--- config.mk ---
export PLATFORM = sky130hd
export DESIGN_NAME = collision_test_2d_unit_flat
export DESIGN_NICKNAME = d
export VERILOG_FILES = /design/src/sv/ct2d_pkg.sv /design/src/sv/ct2d_req_if.sv /design/src/sv/ct2d_rsp_if.sv /design/src/sv/collision_test_2d_unit.sv /design/src/sv/ct2d_square.sv /design/src/flat_wrapper.sv
export SDC_FILE = /design/constraint.sdc
export NUM_CORES = 2
export LEC_CHECK = 0
export BUFFER_PORTS_ARGS = -buffer_cell sky130_fd_sc_hd__buf_2
export CORE_MARGIN = 1
export CORE_UTILIZATION = 35
export CTS_CLUSTER_DIAMETER = 40
export DETAILED_ROUTE_END_ITERATION = 10
export GPL_TIMING_DRIVEN = 0
export PLACE_DENSITY_LB_ADDON = 0.05
export SLEW_MARGIN = 10
export SYNTH_ARGS = -nofsm -noshare
export SYNTH_HDL_FRONTEND = slang
export SYNTH_HIERARCHICAL = 1
export SYNTH_SLANG_ARGS = --single-unit
--- constraint.sdc ---
create_clock -name clock -period 32.4 [get_ports clock]
set_input_delay 4.86 -clock clock [delete_from_list [all_inputs] [get_ports clock]]
set_output_delay 4.86 -clock clock [all_outputs]
set_load 0.01 [all_outputs]
--- src/sv/ct2d_pkg.sv ---
// -----------------------------------------------------------------------------
// ct2d_pkg
// Shared types and constants of the 2D collision test pipeline.
// -----------------------------------------------------------------------------
package ct2d_pkg;

   localparam int FUNC_W  = 3;
   localparam int COORD_W = 15;
   localparam int SIZE_W  = 14;
   localparam int PT_W    = 16;
   localparam int SUM_W   = 17;
   localparam int DIFF_W  = 17;
   localparam int RAD_W   = 15;
   localparam int SQ_W    = 30;

   typedef enum logic [FUNC_W-1:0] {
      FUNC_BOX_BOX       = 3'd0,
      FUNC_CIRCLE_CIRCLE = 3'd1,
      FUNC_BOX_CIRCLE    = 3'd2,
      FUNC_BOX_POINT     = 3'd3,
      FUNC_CIRCLE_POINT  = 3'd4
   } func_type;

   typedef logic [FUNC_W-1:0]         func_code_type;
   typedef logic signed [COORD_W-1:0] coord_type;
   typedef logic [SIZE_W-1:0]         size_type;
   typedef logic signed [PT_W-1:0]    point_type;
   typedef logic signed [DIFF_W-1:0]  diff_type;
   typedef logic [RAD_W-1:0]          radius_type;
   typedef logic [SQ_W-1:0]           square_type;

   // operands of the squaring stage
   typedef struct packed {
      diff_type   dx;
      diff_type   dy;
      radius_type r;
   } sq_in_type;

   // squared terms out of the squaring stage
   typedef struct packed {
      square_type dx2;
      square_type dy2;
      square_type r2;
   } sq_out_type;

endpackage

--- src/sv/ct2d_req_if.sv ---
// -----------------------------------------------------------------------------
// ct2d_req_if
// Request channel: operation code and two shapes, valid/ready handshake.
// -----------------------------------------------------------------------------
interface ct2d_req_if;
   logic                         valid;
   logic                         ready;
   logic [2:0]                   func;
   logic signed [14:0]           a_x;
   logic signed [14:0]           a_y;
   logic [13:0]                  a_w;
   logic [13:0]                  a_h;
   logic signed [14:0]           b_x;
   logic signed [14:0]           b_y;
   logic [13:0]                  b_w;
   logic [13:0]                  b_h;

   modport source (output valid, func, a_x, a_y, a_w, a_h, b_x, b_y, b_w, b_h,
                   input ready);
   modport sink   (input valid, func, a_x, a_y, a_w, a_h, b_x, b_y, b_w, b_h,
                   output ready);
endinterface

--- src/sv/ct2d_rsp_if.sv ---
// -----------------------------------------------------------------------------
// ct2d_rsp_if
// Response channel: hit flag and contact point, valid/ready handshake.
// -----------------------------------------------------------------------------
interface ct2d_rsp_if;
   logic               valid;
   logic               ready;
   logic               hit;
   logic signed [15:0] hit_x;
   logic signed [15:0] hit_y;

   modport source (output valid, hit, hit_x, hit_y, input ready);
   modport sink   (input valid, hit, hit_x, hit_y, output ready);
endinterface

--- src/sv/collision_test_2d_unit.sv ---
// -----------------------------------------------------------------------------
// collision_test_2d_unit
// Four-stage pipelined 2D overlap tester for boxes, circles and points.
// -----------------------------------------------------------------------------
// Usage:
//   req_ch carries one request per handshake: an operation code (box-box,
//   circle-circle, box-circle, box-point, circle-point) and two shapes in
//   signed Q.4 coordinates. rsp_ch returns exactly one response per request,
//   in order: a hit flag and the contact point, zero when nothing touches.
//   Unused operation codes return a miss.
// Stages: edge sums, compare/clamp, squaring, final compare into the output
//   register; each is registered, and a request crosses all of them in order
//   before its response is valid.
// Throughput: one request per cycle. Every stage holds one request and the
//   whole pipe advances together, so a request enters each cycle that the
//   output register is empty or being drained.
// Stall: while the response waits and rsp_ch.ready is low, every stage holds
//   and req_ch.ready drops; nothing is lost or repeated.
// Reset: synchronous, clears the stage valid bits only; the pipe is empty
//   and ready on the first cycle after reset.
// -----------------------------------------------------------------------------
module collision_test_2d_unit (
   input  logic clock,
   input  logic reset,
   ct2d_req_if.sink   req_ch,
   ct2d_rsp_if.source rsp_ch
);
   import ct2d_pkg::*;

   // stage 1: far edges, effective radius
   typedef struct packed {
      func_code_type func;
      coord_type     ax;
      coord_type     ay;
      coord_type     bx;
      coord_type     by;
      point_type     aex;
      point_type     aey;
      point_type     bex;
      point_type     bey;
      radius_type    r;
   } s1_type;

   // stage 2: overlap flag, contact candidate, distance terms
   typedef struct packed {
      func_code_type func;
      logic          ov;
      point_type     pt_x;
      point_type     pt_y;
   } s2_type;

   logic       en;
   logic       s1_v_ff, s2_v_ff, s3_v_ff, s4_v_ff;
   s1_type     s1_ff, s1_in;
   s2_type     s2_ff, s2_in;
   s2_type     s3_ff;
   sq_in_type  sq_in_ff, sq_in_in;
   sq_out_type sq_out;

   logic       hit_ff, hit_in;
   point_type  hit_x_ff, hit_x_in;
   point_type  hit_y_ff, hit_y_in;

   // advance the whole pipe unless a response sits unaccepted
   assign en           = !s4_v_ff || rsp_ch.ready;
   assign req_ch.ready = en;

   // ---------------- stage 1: edge sums --------------------------------------
   always_comb begin
      s1_in.func = req_ch.func;
      s1_in.ax   = req_ch.a_x;
      s1_in.ay   = req_ch.a_y;
      s1_in.bx   = req_ch.b_x;
      s1_in.by   = req_ch.b_y;
      s1_in.aex  = PT_W'(req_ch.a_x) + PT_W'({2'b00, req_ch.a_w});
      s1_in.aey  = PT_W'(req_ch.a_y) + PT_W'({2'b00, req_ch.a_h});
      // a point is a box of zero size
      if (req_ch.func == FUNC_BOX_POINT) begin
         s1_in.bex = PT_W'(req_ch.b_x);
         s1_in.bey = PT_W'(req_ch.b_y);
      end else begin
         s1_in.bex = PT_W'(req_ch.b_x) + PT_W'({2'b00, req_ch.b_w});
         s1_in.bey = PT_W'(req_ch.b_y) + PT_W'({2'b00, req_ch.b_h});
      end
      // radius bound on the center distance
      case (req_ch.func)
         FUNC_CIRCLE_CIRCLE: s1_in.r = RAD_W'(req_ch.a_w) + RAD_W'(req_ch.b_w);
         FUNC_BOX_CIRCLE:    s1_in.r = RAD_W'(req_ch.b_w);
         default:            s1_in.r = RAD_W'(req_ch.a_w);
      endcase
   end

   // ---------------- stage 2: overlap, clamp, differences -------------------
   point_type         ax16, ay16, bx16, by16;
   point_type         lo_x, lo_y, hi_x, hi_y;
   point_type         cx, cy;
   diff_type          cdx, cdy;
   logic signed [SUM_W-1:0] sum_x, sum_y;

   always_comb begin
      ax16 = PT_W'(s1_ff.ax);
      ay16 = PT_W'(s1_ff.ay);
      bx16 = PT_W'(s1_ff.bx);
      by16 = PT_W'(s1_ff.by);

      lo_x = (ax16 > bx16) ? ax16 : bx16;
      lo_y = (ay16 > by16) ? ay16 : by16;
      hi_x = (s1_ff.aex < s1_ff.bex) ? s1_ff.aex : s1_ff.bex;
      hi_y = (s1_ff.aey < s1_ff.bey) ? s1_ff.aey : s1_ff.bey;

      // clamp the circle center into the box, and its offset from there
      if (bx16 < ax16) begin
         cx  = ax16;
         cdx = DIFF_W'(bx16) - DIFF_W'(ax16);
      end else if (bx16 > s1_ff.aex) begin
         cx  = s1_ff.aex;
         cdx = DIFF_W'(bx16) - DIFF_W'(s1_ff.aex);
      end else begin
         cx  = bx16;
         cdx = '0;
      end
      if (by16 < ay16) begin
         cy  = ay16;
         cdy = DIFF_W'(by16) - DIFF_W'(ay16);
      end else if (by16 > s1_ff.aey) begin
         cy  = s1_ff.aey;
         cdy = DIFF_W'(by16) - DIFF_W'(s1_ff.aey);
      end else begin
         cy  = by16;
         cdy = '0;
      end

      if (s1_ff.func == FUNC_BOX_BOX) begin
         sum_x = SUM_W'(lo_x) + SUM_W'(hi_x);
         sum_y = SUM_W'(lo_y) + SUM_W'(hi_y);
      end else begin
         sum_x = SUM_W'(ax16) + SUM_W'(bx16);
         sum_y = SUM_W'(ay16) + SUM_W'(by16);
      end

      s2_in.func = s1_ff.func;
      s2_in.ov   = !(s1_ff.aex < bx16 || ax16 > s1_ff.bex ||
                     s1_ff.aey < by16 || ay16 > s1_ff.bey);
      case (s1_ff.func)
         FUNC_BOX_BOX, FUNC_CIRCLE_CIRCLE: begin
            // arithmetic halving rounds toward minus infinity
            s2_in.pt_x = sum_x[SUM_W-1:1];
            s2_in.pt_y = sum_y[SUM_W-1:1];
         end
         FUNC_BOX_CIRCLE: begin
            s2_in.pt_x = cx;
            s2_in.pt_y = cy;
         end
         default: begin
            s2_in.pt_x = bx16;
            s2_in.pt_y = by16;
         end
      endcase

      if (s1_ff.func == FUNC_BOX_CIRCLE) begin
         sq_in_in.dx = cdx;
         sq_in_in.dy = cdy;
      end else begin
         sq_in_in.dx = DIFF_W'(ax16) - DIFF_W'(bx16);
         sq_in_in.dy = DIFF_W'(ay16) - DIFF_W'(by16);
      end
      sq_in_in.r = s1_ff.r;
   end

   // ---------------- stage 3: squares ---------------------------------------
   ct2d_square u_square (
      .clock  (clock),
      .en     (en),
      .sq_in  (sq_in_ff),
      .sq_out (sq_out)
   );

   // ---------------- stage 4: distance compare, output register ------------
   logic [SQ_W:0] d2;

   always_comb begin
      d2 = (SQ_W+1)'(sq_out.dx2) + (SQ_W+1)'(sq_out.dy2);
      case (s3_ff.func)
         FUNC_BOX_BOX, FUNC_BOX_POINT:                       hit_in = s3_ff.ov;
         FUNC_CIRCLE_CIRCLE, FUNC_BOX_CIRCLE, FUNC_CIRCLE_POINT:
            hit_in = (d2 <= (SQ_W+1)'(sq_out.r2));
         default:                                             hit_in = 1'b0;
      endcase
      // drop the contact point on a miss
      hit_x_in = hit_in ? s3_ff.pt_x : '0;
      hit_y_in = hit_in ? s3_ff.pt_y : '0;
   end

   // ---------------- pipeline registers -------------------------------------
   always_ff @(posedge clock) begin
      if (reset) begin
         s1_v_ff <= 1'b0;
         s2_v_ff <= 1'b0;
         s3_v_ff <= 1'b0;
         s4_v_ff <= 1'b0;
      end else if (en) begin
         s1_v_ff <= req_ch.valid;
         s2_v_ff <= s1_v_ff;
         s3_v_ff <= s2_v_ff;
         s4_v_ff <= s3_v_ff;
      end
   end

   always_ff @(posedge clock) begin
      if (en) begin
         s1_ff    <= s1_in;
         s2_ff    <= s2_in;
         sq_in_ff <= sq_in_in;
         s3_ff    <= s2_ff;
         hit_ff   <= hit_in;
         hit_x_ff <= hit_x_in;
         hit_y_ff <= hit_y_in;
      end
   end

   assign rsp_ch.valid = s4_v_ff;
   assign rsp_ch.hit   = hit_ff;
   assign rsp_ch.hit_x = hit_x_ff;
   assign rsp_ch.hit_y = hit_y_ff;

`ifndef SYNTHESIS
   // a miss never carries a contact point
   a_miss_zero: assert property (@(posedge clock) disable iff (reset)
      s4_v_ff && !hit_ff |-> hit_x_ff == '0 && hit_y_ff == '0)
      else $error("miss with nonzero contact point");

   // unused operation codes never report a hit
   a_bad_func_miss: assert property (@(posedge clock) disable iff (reset)
      s3_v_ff && s3_ff.func != FUNC_BOX_BOX && s3_ff.func != FUNC_CIRCLE_CIRCLE &&
      s3_ff.func != FUNC_BOX_CIRCLE && s3_ff.func != FUNC_BOX_POINT &&
      s3_ff.func != FUNC_CIRCLE_POINT |-> !hit_in)
      else $error("hit on unused operation code");

   // a stalled pipe holds its occupancy
   a_stall_hold: assert property (@(posedge clock) disable iff (reset)
      !en |=> {s1_v_ff, s2_v_ff, s3_v_ff, s4_v_ff} ==
              $past({s1_v_ff, s2_v_ff, s3_v_ff, s4_v_ff}))
      else $error("pipeline moved while stalled");

   // an advancing pipe shifts valid bits by one stage
   a_advance: assert property (@(posedge clock) disable iff (reset)
      en |=> s4_v_ff == $past(s3_v_ff) && s2_v_ff == $past(s1_v_ff))
      else $error("valid bit lost or repeated");
`endif

endmodule

--- src/sv/ct2d_square.sv ---
// -----------------------------------------------------------------------------
// ct2d_square
// Registered squaring stage: squares both distance terms and the radius.
// -----------------------------------------------------------------------------
module ct2d_square (
   input  logic                   clock,
   input  logic                   en,
   input  ct2d_pkg::sq_in_type    sq_in,
   output ct2d_pkg::sq_out_type   sq_out
);
   import ct2d_pkg::*;

   logic signed [2*DIFF_W-1:0] px;
   logic signed [2*DIFF_W-1:0] py;
   logic [2*RAD_W-1:0]         pr;
   sq_out_type                 sq_out_ff;
   sq_out_type                 sq_out_in;

   always_comb begin
      px = sq_in.dx * sq_in.dx;
      py = sq_in.dy * sq_in.dy;
      pr = sq_in.r * sq_in.r;
      // squares of the 17-bit differences stay below 2^30
      sq_out_in.dx2 = px[SQ_W-1:0];
      sq_out_in.dy2 = py[SQ_W-1:0];
      sq_out_in.r2  = pr[SQ_W-1:0];
   end

   always_ff @(posedge clock) begin
      if (en) begin
         sq_out_ff <= sq_out_in;
      end
   end

   assign sq_out = sq_out_ff;

endmodule
--- src/flat_wrapper.sv ---
// flat-port wrapper written by rule: the top's interface ports become plain ports
module collision_test_2d_unit_flat import ct2d_pkg::*;
  (clock, reset, req_ch_valid, req_ch_func, req_ch_a_x, req_ch_a_y, req_ch_a_w, req_ch_a_h, req_ch_b_x, req_ch_b_y, req_ch_b_w, req_ch_b_h, req_ch_ready, rsp_ch_valid, rsp_ch_hit, rsp_ch_hit_x, rsp_ch_hit_y, rsp_ch_ready);
  ct2d_req_if req_ch_i ();
  ct2d_rsp_if rsp_ch_i ();
  input  logic clock;
  input  logic reset;
  input wire logic [$bits(req_ch_i.valid)-1:0] req_ch_valid;
  input wire logic [$bits(req_ch_i.func)-1:0] req_ch_func;
  input wire logic [$bits(req_ch_i.a_x)-1:0] req_ch_a_x;
  input wire logic [$bits(req_ch_i.a_y)-1:0] req_ch_a_y;
  input wire logic [$bits(req_ch_i.a_w)-1:0] req_ch_a_w;
  input wire logic [$bits(req_ch_i.a_h)-1:0] req_ch_a_h;
  input wire logic [$bits(req_ch_i.b_x)-1:0] req_ch_b_x;
  input wire logic [$bits(req_ch_i.b_y)-1:0] req_ch_b_y;
  input wire logic [$bits(req_ch_i.b_w)-1:0] req_ch_b_w;
  input wire logic [$bits(req_ch_i.b_h)-1:0] req_ch_b_h;
  output wire logic [$bits(req_ch_i.ready)-1:0] req_ch_ready;
  output wire logic [$bits(rsp_ch_i.valid)-1:0] rsp_ch_valid;
  output wire logic [$bits(rsp_ch_i.hit)-1:0] rsp_ch_hit;
  output wire logic [$bits(rsp_ch_i.hit_x)-1:0] rsp_ch_hit_x;
  output wire logic [$bits(rsp_ch_i.hit_y)-1:0] rsp_ch_hit_y;
  input wire logic [$bits(rsp_ch_i.ready)-1:0] rsp_ch_ready;
  assign req_ch_i.valid = req_ch_valid;
  assign req_ch_i.func = req_ch_func;
  assign req_ch_i.a_x = req_ch_a_x;
  assign req_ch_i.a_y = req_ch_a_y;
  assign req_ch_i.a_w = req_ch_a_w;
  assign req_ch_i.a_h = req_ch_a_h;
  assign req_ch_i.b_x = req_ch_b_x;
  assign req_ch_i.b_y = req_ch_b_y;
  assign req_ch_i.b_w = req_ch_b_w;
  assign req_ch_i.b_h = req_ch_b_h;
  assign req_ch_ready = req_ch_i.ready;
  assign rsp_ch_valid = rsp_ch_i.valid;
  assign rsp_ch_hit = rsp_ch_i.hit;
  assign rsp_ch_hit_x = rsp_ch_i.hit_x;
  assign rsp_ch_hit_y = rsp_ch_i.hit_y;
  assign rsp_ch_i.ready = rsp_ch_ready;
  collision_test_2d_unit u_core (.clock(clock), .reset(reset), .req_ch(req_ch_i), .rsp_ch(rsp_ch_i));
endmodule
==> flow_summary.toml <==
[synth]
syn_area_per_cell_um2 = 9.54
ys_ff_latch = 387
ys_top_cells_by_area = "fa_1 (24%), edfxtp_1 (22%), ha_1 (14%)"
ys.flop_type = "edfxtp_1"
synth_edf_count = 383
syn_inst = 5454
synth-xor-area-share = 0.0450
yosys.area.top_type = "fa_1"
synthSimpleGateAreaFrac = 0.114
async_flop_share = 0
synth_top_family_by_area = "adder cells"
muxShareOfSynthArea = 0.00770
synth_top_area_frac = 0.244
ys_types = 99
synth_fa_ha_area_frac = 0.388
netlist_area_um2 = 52000
ys_warn_count = 6
seq_area_frac_synth = 0.223
synth_compound_area_frac = 0.134

[global_route]
grt_pass1_vias = 39900
grt_remaining_overflow = 0
antenna_found_initial = 8
grt_pass1_wl_um = 241000
grt_use_total = 0.212
grt_max_degree = 61

[detailed_routing]
dr.pass1.iters = 5
drt-initial-drc-count = 1995
highest_layer = "met4"
viasPerCell = 4.96
drc_errors = 0
wl_um = 158000
wl_met2_um = 74700
wl_met3_um = 5480
wl_per_cell_um = 20.5
drt-met1-wl_um = 71700
drtAntennaViolNets = 0
vias = 38200

[worst_setup_path]
crit_family = "buffers and inverters"
worstPathArrival_ns = 5.58
crit_chain = "buf_2 > nand2b_1 > clkbuf_4 > buf_2"
worstPathRequired_ns = 27.54
crit_buf_inv = 3
end_kind = "output pin"
cp-start-kind = "input port"
worst_path_most_repeated_cell = "buf_2"
cpPeakStageDelay_ns = 0.28
critPathKind = "input port to output pin"
reg2reg_slack_ns = 24.85
cpMaxStageDelayCell = "clkbuf_4"
cp_max_fo = 19

[finish]
final_nets = 7056
drive_above_1_share = 0.0675
num-fill-cells = 14900
syn_to_final_growth_pct = 11.8
stdcell_area_um2 = 58200

[timing]
fin_crit_sh = 0.322
rsz0062_at_grt = "no"
finalSetupViolations = 0
finClkSkew_ns = 0.0686
slew_violations = 0
final-hold-violation-count = 0
fin_crit_ns = 10.44
fin_setup_tns_ns = 0
slew-limit-headroom = 0.178
worst_pin_slew_ns = 1.23
fmax_mhz = 95.8

[floorplanning]
coreArea_um2 = 148000
dieArea_um2 = 150000
start_util = 0.352
dieWidth_um = 387
die-height_um = 387
rows = 141
io_pins = 158

[cts]
cts_hold_buf = 0
ctsResizeCount = 0
h-tree-depth = 3
clk_pin_slew_ns = 0.06
root_buffer = "clkbuf_16"
clock_path_buffers = 3
clock-sinks = 387
cts_tree = "done"
postCtsSetupBuffers = 0
insertion_delay_ns = 0.69
numCtsBuffers = 79

[run]
maxCapViolations = 0

[outcome]
outcome = "complete, no violations"

[placed_design]
port-buffer-count = 157
gp_congestion = 0.878
hpwl_um = 134000
place_area_um2 = 55400

[min_path]
hp-class = "flop to flop"
==> state kept, by name, summed over array words and instances (netlist names) <==
register and flops:
u_core/s2_ff 36, u_core/rsp_ch.hit 1, u_core/rsp_ch.hit_y 16, u_core/s1_v_ff 1, u_core/bx16 15, u_core/s1_ff 82, u_core/rsp_ch.valid 1, u_core/by16 15
u_core/ax16 15, u_core/rsp_ch.hit_x 16, u_core/s3_ff 36, u_core/s3_v_ff 1, u_core/ay16 15, u_core/sq_in_ff 49, u_core/s2_v_ff 1, u_core/u_square/sq_out 87
==> per-stage QoR <==
step           std cells  worst slack, ns  hold WS (ns)  utilization
6_report            7701            21.96         0.410        0.394
5_1_grt             7698            21.94         0.411        0.394
4_1_cts             7695            21.96         0.412        0.394
3_5_place_dp        7551            21.96         0.405        0.375
3_3_place_gp        7543             5.11         0.403        0.374
2_1_floorplan       5456            12.01         0.400            -
==> synthesized netlist by cell type (all sizes together) (37+ instances only) <==
master	n
inv	1075
fa	633
ha	598
nand2	438
edfxtp	383
a21oi	307
o21ai	280
nor2	247
xnor2	199
and2	167
clkbuf	125
a21o	117
nor2b	101
xor2	68
nand2b	64
nand3	51
nor3	48
o21a	45
o21bai	37
==> logic make-up (layout without fill, tap and decap cells) <==
logic type | Yosys count | count (layout)
AND/OR/NAND/NOR | 1228 | 1228
XOR/XNOR | 267 | 267
buffers and inverters | 1224 | 1533
multiplexers | 39 | 39
other | 1 | 9
flip-flops | 387 | 387
adder cells (fa/ha/maj) | 1231 | 1231
AO/OA/AOI/OAI | 1077 | 1077
==> worst register-to-register path, stage by stage, from the launching register on <==
cell      delay [ns]
edfxtp_1        0.53
clkbuf_1        0.54
clkbuf_1        0.56
nand2_1         0.20
inv_1           0.11
fa_1            0.40
inv_1           0.07
fa_1            0.45
fa_1            0.52
inv_1           0.05
fa_1            0.52
inv_1           0.05
fa_1            0.47
inv_1           0.05
fa_1            0.50
ha_1            0.35
and3_1          0.19
and2_1          0.21
a22oi_1         0.29
nand2_1         0.17
a21oi_1         0.31
a311oi_1        0.24
a311oi_1        0.39
xnor2_1         0.10
==> path summary, 6_finish.rpt <==
path,start,to,cells after the start
worst max-delay path,rsp_ch_ready,req_ch_ready,4
worst min-delay path,u_core/s1_ff[3],u_core/sq_in_ff[3],0
worst max register to register,u_core/sq_in_ff[20],u_core/u_square/sq_out[58],23
worst min register to register,u_core/s1_ff[3],u_core/sq_in_ff[3],0
==> layer usage <==
layer | vias up | global-route usage
met2 | 813 | 0.354
li1 | 18500 | -
met5 | - | 0
met3 | 222 | 0.0216
met1 | 18600 | 0.283
met4 | 0 | 0.0778
==> placed cells by master, fill, tap and decap left out, drive strengths merged, types with 34 or more instances in the layout <==
cell type,instances
nand4,34
nor2b,101
o21bai,37
o21ai,280
a21o,117
ha,598
nand3,51
a21oi,307
xor2,68
and2,167
edfxtp,383
nor3,48
xnor2,199
buf,189
o21a,45
nor2,247
nand2b,64
fa,633
nand2,438
inv,1099
clkbuf,208
==> cell type report <==
cell class | count | area, um2 | area share
multi-input cells | 3845 | 35800 | 0.616
flip-flops and latches | 387 | 11600 | 0.199
inverters | 1075 | 4040 | 0.0694
well taps | 1930 | 2410 | 0.0415
clock buffers | 83 | 1990 | 0.0343
repair buffers | 165 | 986 | 0.0170
clock inverters | 61 | 716 | 0.0123
plain buffers | 149 | 599 | 0.0103
diodes | 6 | 15.0 | 0.000258
Power is left out: the tool's default activity adds up to more than one toggle a clock period on the data nets, which glitch-free logic cannot reach.
